==> src/hw/rtl/rbp_pkg.sv <==
package rbp_pkg;

	// field widths
	localparam int DEPTH_W = 16;
	localparam int SCALE_W = 32;
	localparam int CTR_W   = 28;
	localparam int PIX_W   = 12;
	localparam int COLOR_W = 8;
	localparam int POSE_W  = 64;
	localparam int ROT_W   = 16;
	localparam int WORLD_W = 32;

	// datapath widths
	localparam int ZQ_W   = DEPTH_W + SCALE_W; // depth * scale, Q.24
	localparam int ZK_W   = 28;                // zq once known in range
	localparam int ZF_W   = 28;                // (zq * inv_focal) >> 32
	localparam int DMAG_W = 28;                // |col * 2^16 - center|
	localparam int CAM_W  = 33;                // signed camera x / y, Q.16
	localparam int CZ_W   = ZK_W - 8;          // camera z, Q.16
	localparam int PROD_W = ROT_W + CAM_W;     // rotation * camera coord, Q.30
	localparam int ACC_W  = PROD_W + 2;
	localparam int SH_W   = ACC_W - 14;        // rounded to Q.16
	localparam int SUM_W  = SH_W + 1;

	localparam int COORD_BITS_DEF = 12;

	// kept depth range in Q.24 metres: 0.01 .. 10.0
	localparam logic [ZQ_W-1:0] Z_MIN_Q24 = ZQ_W'(167773);
	localparam logic [ZQ_W-1:0] Z_MAX_Q24 = ZQ_W'(167772160);

	// configuration port
	localparam int CFG_IDX_W = 4;
	localparam logic [CFG_IDX_W-1:0] CFG_DEPTH_SCALE = CFG_IDX_W'(0);
	localparam logic [CFG_IDX_W-1:0] CFG_INV_FOCAL_X = CFG_IDX_W'(1);
	localparam logic [CFG_IDX_W-1:0] CFG_INV_FOCAL_Y = CFG_IDX_W'(2);
	localparam logic [CFG_IDX_W-1:0] CFG_CENTER_X    = CFG_IDX_W'(3);
	localparam logic [CFG_IDX_W-1:0] CFG_CENTER_Y    = CFG_IDX_W'(4);
	localparam logic [CFG_IDX_W-1:0] CFG_POSE_ROW_X  = CFG_IDX_W'(5);
	localparam logic [CFG_IDX_W-1:0] CFG_POSE_ROW_Y  = CFG_IDX_W'(6);
	localparam logic [CFG_IDX_W-1:0] CFG_POSE_ROW_Z  = CFG_IDX_W'(7);

	localparam logic [SCALE_W-1:0] RST_DEPTH_SCALE = SCALE_W'(16777);
	localparam logic [SCALE_W-1:0] RST_INV_FOCAL   = SCALE_W'(8589934);
	localparam logic [CTR_W-1:0]   RST_CENTER_X    = CTR_W'(20971520);
	localparam logic [CTR_W-1:0]   RST_CENTER_Y    = CTR_W'(15728640);
	localparam logic [POSE_W-1:0]  RST_POSE_ROW_X  = POSE_W'(64'd16384);
	localparam logic [POSE_W-1:0]  RST_POSE_ROW_Y  = POSE_W'(64'd1073741824);
	localparam logic [POSE_W-1:0]  RST_POSE_ROW_Z  = POSE_W'(64'd70368744177664);

	typedef struct packed {
		logic [SCALE_W-1:0] depth_scale;
		logic [SCALE_W-1:0] inv_focal_x;
		logic [SCALE_W-1:0] inv_focal_y;
		logic [CTR_W-1:0]   center_x;
		logic [CTR_W-1:0]   center_y;
		logic [POSE_W-1:0]  pose_row_x;
		logic [POSE_W-1:0]  pose_row_y;
		logic [POSE_W-1:0]  pose_row_z;
	} cfg_t;

	// camera-frame point handed from the projection stages to the pose stages
	typedef struct packed {
		logic signed [CAM_W-1:0] cx;
		logic signed [CAM_W-1:0] cy;
		logic [CZ_W-1:0]         cz;
		logic [COLOR_W-1:0]      blue;
		logic [COLOR_W-1:0]      green;
		logic [COLOR_W-1:0]      red;
		logic                    ok;
		logic                    fend;
	} cam_t;

endpackage

==> src/hw/rtl/rbp_cfg.sv <==
module rbp_cfg (
	input  logic                         clk,
	input  logic                         arst_n,
	input  logic                         cfg_valid,
	output logic                         cfg_ready,
	input  logic [rbp_pkg::CFG_IDX_W-1:0] cfg_index,
	input  logic [rbp_pkg::POSE_W-1:0]    cfg_data,
	output rbp_pkg::cfg_t                cfg
);
	import rbp_pkg::*;

	cfg_t cfg_q;

	assign cfg_ready = 1'b1;
	assign cfg      = cfg_q;

	always_ff @(posedge clk or negedge arst_n) begin
		if (!arst_n) begin
			cfg_q.depth_scale <= RST_DEPTH_SCALE;
			cfg_q.inv_focal_x <= RST_INV_FOCAL;
			cfg_q.inv_focal_y <= RST_INV_FOCAL;
			cfg_q.center_x    <= RST_CENTER_X;
			cfg_q.center_y    <= RST_CENTER_Y;
			cfg_q.pose_row_x  <= RST_POSE_ROW_X;
			cfg_q.pose_row_y  <= RST_POSE_ROW_Y;
			cfg_q.pose_row_z  <= RST_POSE_ROW_Z;
		end else if (cfg_valid) begin
			case (cfg_index)
				CFG_DEPTH_SCALE: cfg_q.depth_scale <= cfg_data[SCALE_W-1:0];
				CFG_INV_FOCAL_X: cfg_q.inv_focal_x <= cfg_data[SCALE_W-1:0];
				CFG_INV_FOCAL_Y: cfg_q.inv_focal_y <= cfg_data[SCALE_W-1:0];
				CFG_CENTER_X:    cfg_q.center_x    <= cfg_data[CTR_W-1:0];
				CFG_CENTER_Y:    cfg_q.center_y    <= cfg_data[CTR_W-1:0];
				CFG_POSE_ROW_X:  cfg_q.pose_row_x  <= cfg_data;
				CFG_POSE_ROW_Y:  cfg_q.pose_row_y  <= cfg_data;
				CFG_POSE_ROW_Z:  cfg_q.pose_row_z  <= cfg_data;
				default: ;
			endcase
		end
	end

endmodule

==> config.mk <==
export PLATFORM = sky130hd
export DESIGN_NAME = rbp_cfg
export DESIGN_NICKNAME = d
export VERILOG_FILES = /design/src/hw/rtl/rbp_pkg.sv /design/src/hw/rtl/rbp_cfg.sv
export SDC_FILE = /design/constraint.sdc
export NUM_CORES = 1
export LEC_CHECK = 0
export BUFFER_PORTS_ARGS = -buffer_cell sky130_fd_sc_hd__buf_2
export CAP_MARGIN = 20
export CORE_MARGIN = 5
export CORE_UTILIZATION = 43
export DETAILED_ROUTE_END_ITERATION = 10
export PLACE_DENSITY = 0.69
export SLEW_MARGIN = 20
export SYNTH_ARGS = -nofsm -noshare
export SYNTH_HDL_FRONTEND = slang
export SYNTH_SLANG_ARGS = --single-unit
==> constraint.sdc <==
create_clock -name clk -period 2.27 [get_ports clk]
set_clock_uncertainty 0.05 [all_clocks]
set_input_delay 0.1135 -clock clk [delete_from_list [all_inputs] [get_ports clk]]
set_output_delay 0.1135 -clock clk [all_outputs]
set_load 0.005 [all_outputs]
# Word level (Yosys, flattened, before mapping)
# Cells that the tools add are included.
# Widths: inputs -> output; s select.
totals:
  register_bits: 344
  latchBits: 0
  mem_bits_rw: 0
  romBits: 0
  output_inout_bits: 345
  elab_cells: 24
  memories: 0
classes:
  addsub: 0
  n_mul: 0
  div: 0
  order_cmp: 0
  eq_ne: 7
  shift: 0
  n_mux: 0
  n_bitwise: 0
  n_reduce_logical: 9
op_table:
  columns: ["op", "count"]
  rows:
  - ["$eq 4x3->1 const B", 4]
  - ["$reduce_and 2->1", 8]
  - ["$eq 4x2->1 const B", 2]
  - ["$eq 4x1->1 const B", 1]
  - ["$logic_not 4->1", 1]

# Logic depth before layout (Yosys ltp)
# Gate-level depths: netlist of the first run.
depth:
  depth_word: 2
  depth_mapped: 5

# Worst setup path after synthesis of the first run
# No wires, ideal clock.
synth_path:
  kind: "input to register"
  from: "in cfg_index[0] (netlist bit)"
  to: "reg cfg_q, in the netlist cfg[10]"
  setup_ps: 125
  t_arrival_ps: 1226
  slack_ps: 869
  stages: 5
  n_path_buf: 2
  cell_sequence: "clkbuf_2 -> nand2_1 -> nor2_2 -> buf_6 -> mux2_2"
synth_via:
  elab_chain_cells: 2
synth_rtl:
  columns: ["item", "line", "text"]
  rows:
  - ["start: declaration", "rbp_cfg.sv:6", "input logic [rbp_pkg::CFG_IDX_W-1:0] cfg_index,"]
  - ["$eq 4x3->1", "rbp_cfg.sv:28", "case (cfg_index)"]
  - ["$reduce_and 2->1 (no source line)", null, null]
  - ["end: declaration", "rbp_cfg.sv:12", "cfg_t cfg_q;"]
# Every way passes these cells.
# A chain may end at the register's enable or synchronous reset.

# Worst setup path after layout of the first run
layout_path:
  from: "in cfg_index[2] (netlist bit)"
  to: "reg cfg_q, in the netlist cfg[233]"
layout_via:
  elab_chain_cells: 2
layout_rtl:
  columns: ["item", "line"]
  rows:
  - ["$eq 4x2->1", "rbp_cfg.sv:28"]
  - ["$reduce_and 2->1 (no source line)", null]
# Every way passes these cells.

==> key figures, run 1 <==
Status
  – Status: finished clean

Detailed routing
  – Drt drc: 0
  – DRT iter0 DRCs: 196
  – Aggregate routed wire length: 35.0 mm
  – Length of the first detailed-routing pass in iterations: 4
  – Post-detailed-route wirelength per cell: 21.1 µm
  – Vias per inst: between 4 and 5
  – Vias: between 8k and 9k
  – Antenna violation net count after detailed routing: 0

Yosys
  – Top area cells in the synthesized netlist: dfrtp_1 (60%), mux2_2 (28%), dfstp_2 (6.9%)
  – Count of warnings emitted by yosys: 0
  – Post-synthesis sequential element count: 344
  – Post-Syn Area: 13000 µm²
  – Number of instances in the synthesized netlist: 738
  – Post-synth top area share: 59.9%
  – Synth cell types: 18
  – Fraction of the yosys area taken by sequential cells: 66.8%
  – Post-synthesis area per instance: 17.6 µm²
  – Cell type with the largest total area after synthesis: dfrtp_1
  – Post-Syn Nets: between 800 and 900

Clocking
  – Buffer depth of the longest clock path: 3
  – Number of sinks on the clock net: around 340
  – Number of CTS-inserted buffers: 37
  – Root buffer cell: clkbuf_16
  – CTS tree: yes
  – Clock latency on the worst-skew pair: 0.50 ns
  – Clock input transition at the sequential cells of the worst setup and hold paths: 0.06 ns
  – Postcts setup bufs: 0
  – Htree depth: 2

Floorplanning
  – Y dimension of the die: 184 µm
  – Area enclosed by the die boundary: 33700 µm²
  – DIE WIDTH: 184 µm
  – IO Count: between 400 and 500
  – CORE AREA: 29700 µm²
  – # rows: 63
  – Initial cell density of the core: 43.6%

Cells and area
  – Number of nets in the layout: 1312
  – Area grow syn2layout: 35.5%
  – Number of diodes: 0
  – Share of post-route cells with drive strength above 1: 69.6%
  – Max FFs per register: 344
  – Final standard cell area without fillers: 17600 µm²
  – Commonest non-fill, non-tap cells in the layout: buf_2 (413), mux2_2 (324), dfrtp_1 (310)
  – Share of the core filled with cells: 59.1%
  – Layout Cells excl Fill: around 1.7k
  – Most common cell after layout, fill and taps aside: buf_2

Setup path
  – Setup slack, reg-to-reg: 1.43 ns
  – R2R cell count: 1
  – Launching element of the worst setup path: cfg_index[2]
  – FF-to-FF End: cfg[119]
  – Kind of critical path: input pin to flop
  – Element type at the critical path start: input pin
  – CP endpoint kind: flop
  – Max FO, Critical Path: 17
  – Destination of the critical timing path: cfg[233]
  – Origin of the critical flop-to-flop path: cfg[119]
  – Data arrival time of the critical path: about 1.7 ns
  – Required time of the critical path: ~2.6 ns

STA
  – Final count of negative-setup-slack endpoints: 0
  – Measured slew at the worst slew-check pin: between 0.5 and 0.6 ns
  – Setup repair after global routing missed its margin: false
  – Slew Limit Fails: 0
  – Achievable frequency: 738 MHz
  – Max-slew headroom: 66.0%
  – Post-Route Setup TNS: 0 ns
  – Post-route minimum period: 1.36 ns
  – Hold violation count in the final report: 0
  – Post-route clock period utilization: between 50% and 60%

Placed design
  – Total placed cells including tap cells: 1527
  – Post-DP Area: 15600 µm²
  – Post-detailed-placement half-perimeter wirelength: 23.8 mm
  – Number of I/O port buffers: 414
  – Final weighted congestion of routability-driven global placement: approximately 0.77

GRT
  – GRT overflow: 0
  – Number of global-route vias before repair: 8990
  – Pin count of the biggest net entering global routing: 64
  – Antenna violations before repair: 1
  – First-pass GRT wire length: roughly 54 mm
  – Total track usage: about a fifth

Pwr
  – IR Drop Worst-Case VDD: roughly 0.00065 V
  – Share of total power in combinational logic: 20.0%
  – Switching share of power: 25.0%
  – Fraction of power consumed by the clock network: 35.0%
  – Internal power: 14.0 mW
  – P per Cell Area: 1060 nW/µm²
  – Part of the power in registers: 45.0%
  – Standby leakage power: 8.59 nW
  – Sw Pwr: 4.67 mW

Min path
  – Class of the most critical hold timing path: input pin to asynchronous set/reset pin

Run
  – Max-Cap Viols: 0
==> worst max-delay path, cell delays in order <==
cell	delay, ns
buf_2	0.12
nor3b_2	0.38
and3_2	0.49
buf_12	0.22
mux2_2	0.35
==> metrics by stage <==
step	hold slack (ns)	worst slack, ns	total power [mW]
after floorplan	-0.232	0.869	9.92
after global placement	0.0478	0.468	12.1
after detailed placement	0.0455	0.404	12.2
after CTS	0.106	0.921	18.9
after global routing	0.140	0.908	19.6
final	0.0913	0.914	18.7
==> cell families (layout without fill, tap and decap cells) <==
| group | Yosys count | after routing | synth area share (%) |
|---|---|---|---|
| DFF | 344 | 344 | 66.8 |
| muxes | 344 | 344 | 30.5 |
| buffers and inverters | 37 | 566 | 2.03 |
| other | 1 | 1 | 0.0289 |
| and+or+nand+nor | 12 | 12 | 0.715 |
==> power groups by stage <==
stage	sequential, mW	clock (mW)	combinational, mW
2_1_floorplan	8.56	0	1.35
3_3_place_gp	8.42	0	3.65
6_report	8.40	6.53	3.74
4_1_cts	8.40	6.71	3.82
3_5_place_dp	8.49	0	3.72
5_1_grt	8.58	6.96	4.09
==> worst min-delay path by stage <==
stage | from | endpoint | slack [ns] | cells past startpoint
after floorplan | arst_n | cfg[0] | -0.23 | 0
after global placement | arst_n | cfg[335] | 0.05 | 1
after detailed placement | arst_n | cfg[335] | 0.05 | 1
after CTS | arst_n | cfg[335] | 0.11 | 2
after global routing | arst_n | cfg[151] | 0.14 | 2
final | arst_n | cfg[335] | 0.09 | 2
==> synth_stat cells <==
| library cell | number |
|---|---|
| nand3b_1 | 2 |
| nand2_1 | 2 |
| mux2_4 | 20 |
| mux2_2 | 324 |
| buf_6 | 8 |
| buf_4 | 11 |
| buf_2 | 17 |
| nor2_1 | 1 |
| and3_1 | 1 |
| nor3b_2 | 1 |
| nand3b_4 | 1 |
| nor2_2 | 1 |
| dfrtp_1 | 310 |
| dfstp_2 | 34 |
| clkbuf_2 | 1 |
| or3_1 | 1 |
| nor3b_1 | 2 |
| conb_1 | 1 |
==> layer usage <==
metal	up-vias	GRT usage (%)	routed length, µm
li1	3624	-	-
met1	4221	25.9	13900
met2	295	34.2	17000
met3	76	5.48	2640
met4	2	7.75	1420
met5	-	0	7
==> area by class of cell <==
class	count	area [µm²]
Tap cell	390	488
Fill cell	2329	12200
Timing Repair Buffer	501	3010
Multi-Input combinational cell	357	4070
Clock buffer	50	1050
Clock inverter	15	284
Sequential cell	344	8650
==> timing repair <==
item / CTS / global route
gates resized for setup: 0 / 0
hold buffers: 65 / 0
endpoints found under the setup margin: 0 / 0
endpoints found under the hold margin: 579 / 0
Power figures use the tool's default switching activity.
==> run 2, diff against run 1 <==
--- a/config.mk
+++ b/config.mk
@@ -5,12 +5,13 @@
 export SDC_FILE = /design/constraint.sdc
 export NUM_CORES = 1
 export LEC_CHECK = 0
+export ABC_AREA = 1
 export BUFFER_PORTS_ARGS = -buffer_cell sky130_fd_sc_hd__buf_2
 export CAP_MARGIN = 20
 export CORE_MARGIN = 5
 export CORE_UTILIZATION = 43
 export DETAILED_ROUTE_END_ITERATION = 10
-export PLACE_DENSITY = 0.69
+export PLACE_DENSITY = 0.68
 export SLEW_MARGIN = 20
 export SYNTH_ARGS = -nofsm -noshare
 export SYNTH_HDL_FRONTEND = slang
==> constraint.sdc (replaced) <==
create_clock -name clk -period 1.3 [get_ports clk]
set_clock_uncertainty 0.05 [all_clocks]
set_input_delay 0.065 -clock clk [delete_from_list [all_inputs] [get_ports clk]]
set_output_delay 0.065 -clock clk [all_outputs]
set_load 0.005 [all_outputs]
==> run 2 against run 1 <==
  * The run now ends with hold timing left
  * Cell area increased by 13%
  * Core utilization increased by 0.18 points
  * Worst hold slack got worse by 0.12 ns
  * Clock power increased by 82%
  * Via count increased by 61%
  * Sequential cell count unchanged
  * First-iteration DRC count increased to 4.3 times the previous value
  * Synthesized cell count increased by 130%
  * Worst setup slack got worse by 0.91 ns
  * Register-to-register slack got worse by 1.0 ns
  * Critical path type is now flop to output port
==> key figures, run 2 <==
Clocking
  – Root buffer cell: clkbuf_16
  – CTS tree: yes
  – Quantity of hold-fixing buffers added after cts: 67 (+3.1%)
  – Number of sinks on the clock net: 344 (unchanged)
  – Clock latency on the worst-skew pair: 0.52 ns (+0.02 ns)
  – Clock input transition at the sequential cells of the worst setup and hold paths: 0.06 ns (about the same)
  – Number of CTS-inserted buffers: 39 (+5.4%)
  – Htree depth: 2 (unchanged)
  – Buffer depth of the longest clock path: 3 (unchanged)

Setup path
  – Max FO, Critical Path: 2 (-15)
  – CP endpoint kind: output port
  – Element type at the critical path start: flop
  – Crit path max-delay family: flip-flops
  – Critical path buffer and inverter count: 1 (-1)
  – Slowest cell on crit path: dfstp_2
  – Required time of the critical path: 1.19 ns (-1.41 ns)
  – Launching element of the worst setup path: cfg[283]
  – Worst path max stage delay: 0.56 ns (+0.07 ns)
  – Kind of critical path: flop to output port
  – Origin of the critical flop-to-flop path: cfg[142]
  – Critical path, cell by cell: buf_6
  – Data arrival time of the critical path: 1.18 ns (-0.50 ns)

Detailed routing
  – Aggregate routed wire length: 51.6 mm (+48%)
  – Drt drc: 0 (unchanged)
  – Vias: 13.2k (+61%)
  – Post-detailed-route wirelength per cell: 19.8 µm (-6.1%)
  – Length of the first detailed-routing pass in iterations: 5 (+1)
  – Vias per inst: 5.08 (+2.4%)
  – DRT iter0 DRCs: 833 (+330%)
  – Antenna violation net count after detailed routing: 0 (unchanged)

Cells and area
  – Number of nets in the layout: 2196 (+67%)
  – Final standard cell area without fillers: 19800 µm² (+13%)
  – Layout fillers: 2870 (+23%)
  – Area grow syn2layout: 36.2%
  – Commonest non-fill, non-tap cells in the layout: nand2_1 (781), buf_2 (385), dfrtp_1 (310)
  – Register Area: 8650 µm² (unchanged)
  – Share of the core filled with cells: 59.2% (+0.18 points)
  – Number of diodes: 0 (unchanged)
  – Layout Cells excl Fill: 2604 (+57%)
  – Max FFs per register: 344 (unchanged)
  – Most common cell after layout, fill and taps aside: nand2_1
  – Area of combinational cells with multiple inputs: 4840 µm² (+19%)
  – Share of post-route cells with drive strength above 1: 28.0% (-42 points)

Yosys
  – Post-Syn Nets: 1738 (+110%)
  – Count of warnings emitted by yosys: 0 (unchanged)
  – Cell type with the largest total area after synthesis: dfrtp_1
  – Top cells by count, synth: nand2_1 (783), dfrtp_1 (310), inv_1 (130), o21bai_1 (128), nand4_1 (124)
  – Most numerous cell in the Yosys netlist: nand2_1
  – Fraction of synthesis flops using an asynchronous set or reset pin: 100% (unchanged)
  – Top area cells in the synthesized netlist: dfrtp_1 (53%), nand2_1 (20%), o21bai_1 (6.6%)
  – Synth cell types: 19 (+1)
  – Count of flip-flops with a built-in enable after synthesis: 0 (unchanged)
  – Post-synth top area share: 53.3% (-6.5 points)
  – Fraction of the yosys area taken by sequential cells: 59.5% (-7.3 points)
  – Post-synthesis sequential element count: 344 (unchanged)
  – Post-synthesis area per instance: 8.73 µm² (-50%)
  – Post-Syn Area: 14500 µm² (+12%)
  – Number of instances in the synthesized netlist: 1667 (+130%)
  – Post-synth top flop: dfrtp_1

Status
  – Status: finished, violations left
  – Violations in the final reports: hold timing

Placed design
  – Post-detailed-placement half-perimeter wirelength: 34.5 mm (+45%)
  – Final weighted congestion of routability-driven global placement: 0.839 (+9.2%)
  – Total placed cells including tap cells: 2454 (+61%)
  – Number of I/O port buffers: 414 (unchanged)
  – Pre-CTS WS: -0.0538 ns (-0.458 ns)
  – Post-DP Area: 17400 µm² (+12%)

Floorplanning
  – Area enclosed by the die boundary: 37600 µm² (+12%)
  – # rows: 67 (+6.3%)
  – IO Count: 416 (unchanged)
  – CORE AREA: 33400 µm² (+13%)
  – Initial cell density of the core: 43.5% (-0.12 points)
  – DIE WIDTH: 194 µm (+5.6%)
  – Y dimension of the die: 194 µm (+5.6%)

GRT
  – Pin count of the biggest net entering global routing: 111 (+73%)
  – Met1 global-route usage: 35.3% (+9.4 points)
  – Total track usage: 26.5% (+6.0 points)
  – First-pass GRT wire length: 79.5 mm (+46%)
  – Number of global-route vias before repair: 13.2k (+46%)
  – GRT overflow: 0 (unchanged)
  – Met3 GRT Util: 8.11% (+2.6 points)
  – Global route hottest layer: met2
  – Met2 track demand over resource: 41.7% (+7.5 points)
  – Antenna violations before repair: 1 (unchanged)

Run
  – Max-Cap Viols: 0 (unchanged)

STA
  – Setup repair after global routing missed its margin: true
  – Post-route clock period utilization: 99.8%
  – Post-route minimum period: 1.30 ns
  – Achievable frequency: 771 MHz
  – Hold violation count in the final report: 20 (+20)
  – Final setup slack of the worst path: 0.00284 ns (-0.912 ns)
  – Slew Limit Fails: 0 (unchanged)
  – Hold Slack: -0.0296 ns (-0.121 ns)
  – Final count of negative-setup-slack endpoints: 0 (unchanged)

Min path
  – Class of the most critical hold timing path: input pin to asynchronous set/reset pin

Pwr
  – IR Drop Worst-Case VDD: 0.000944 V (+46%)
  – Standby leakage power: 10.8 nW (+26%)
  – P per Cell Area: 1710 nW/µm² (+61%)
==> run 2: changes by cell type after synthesis, moves of 9 or more <==
cell / change
buf_4: -9
clkbuf_1: +72
mux2_4: -20
buf_1: +13
nand2_1: +781
mux2_2: -324
clkbuf_2: +17
buf_2: +15
inv_1: +130
o21bai_1: +128
nand4_1: +124
==> run 2: routing by layer <==
layer,wire length [µm],part of all wire [%]
met5,7,0.014
met2,23700,46
met1,20900,41
met4,1810,3.5
met3,5180,10
==> run 2: path summary, 6_finish.rpt <==
check	endpoint	slack [ns]	cells past startpoint
max in group asynchronous	cfg[215]	0.51	3
max	cfg[283]	0.003	1
min	cfg[124]	-0.03	2
max reg2reg	cfg[142]	0.43	3
min in group clk	cfg[312]	0.03	5
min reg2reg	cfg[58]	0.41	2
==> run 2: cell families (layout without fill, tap and decap cells) <==
logic type | after synthesis | in the layout | synth area share (%)
simple gates | 923 | 923 | 26.4
flops | 344 | 344 | 59.5
buf+inv | 271 | 760 | 7.47
compound gates | 128 | 128 | 6.61
other cells | 1 | 1 | 0.0258
==> run 2: area by class of cell <==
class                   instances  share of cell area (%)
clock inverters                15                    1.28
multi-input cells            1052                    24.4
flip-flops and latches        344                    43.7
inverters                     134                    2.54
clock buffers                  57                    5.83
well taps                     448                    2.83
repair buffers                554                    19.4
==> run 2: through the flow <==
stage | setup TNS, ns | power [mW] | hold WS (ns)
2_1_floorplan | 0 | 17.5 | -0.281
3_3_place_gp | -0.0986 | 21.5 | -0.0882
3_5_place_dp | -2.11 | 21.7 | -0.0860
4_1_cts | -0.0679 | 34.1 | -0.0533
5_1_grt | -0.372 | 35.7 | -0.0247
6_report | 0 | 33.9 | -0.0296
==> run 2: power by group <==
part | total (mW) | switching, mW | internal, mW
logic | 7.43 | 3.94 | 3.49
clock network | 11.9 | 4.52 | 7.40
registers | 14.6 | 1.38 | 13.2
total | 33.9 | 9.84 | 24.1
==> run 2: what timing repair did <==
action,4_1_cts,5_1_grt
pin swaps,0,2
setup endpoints to repair,27,196
endpoints found under the hold margin,667,20
setup buffers,1,8
resized for setup,24,6
cloned,0,2
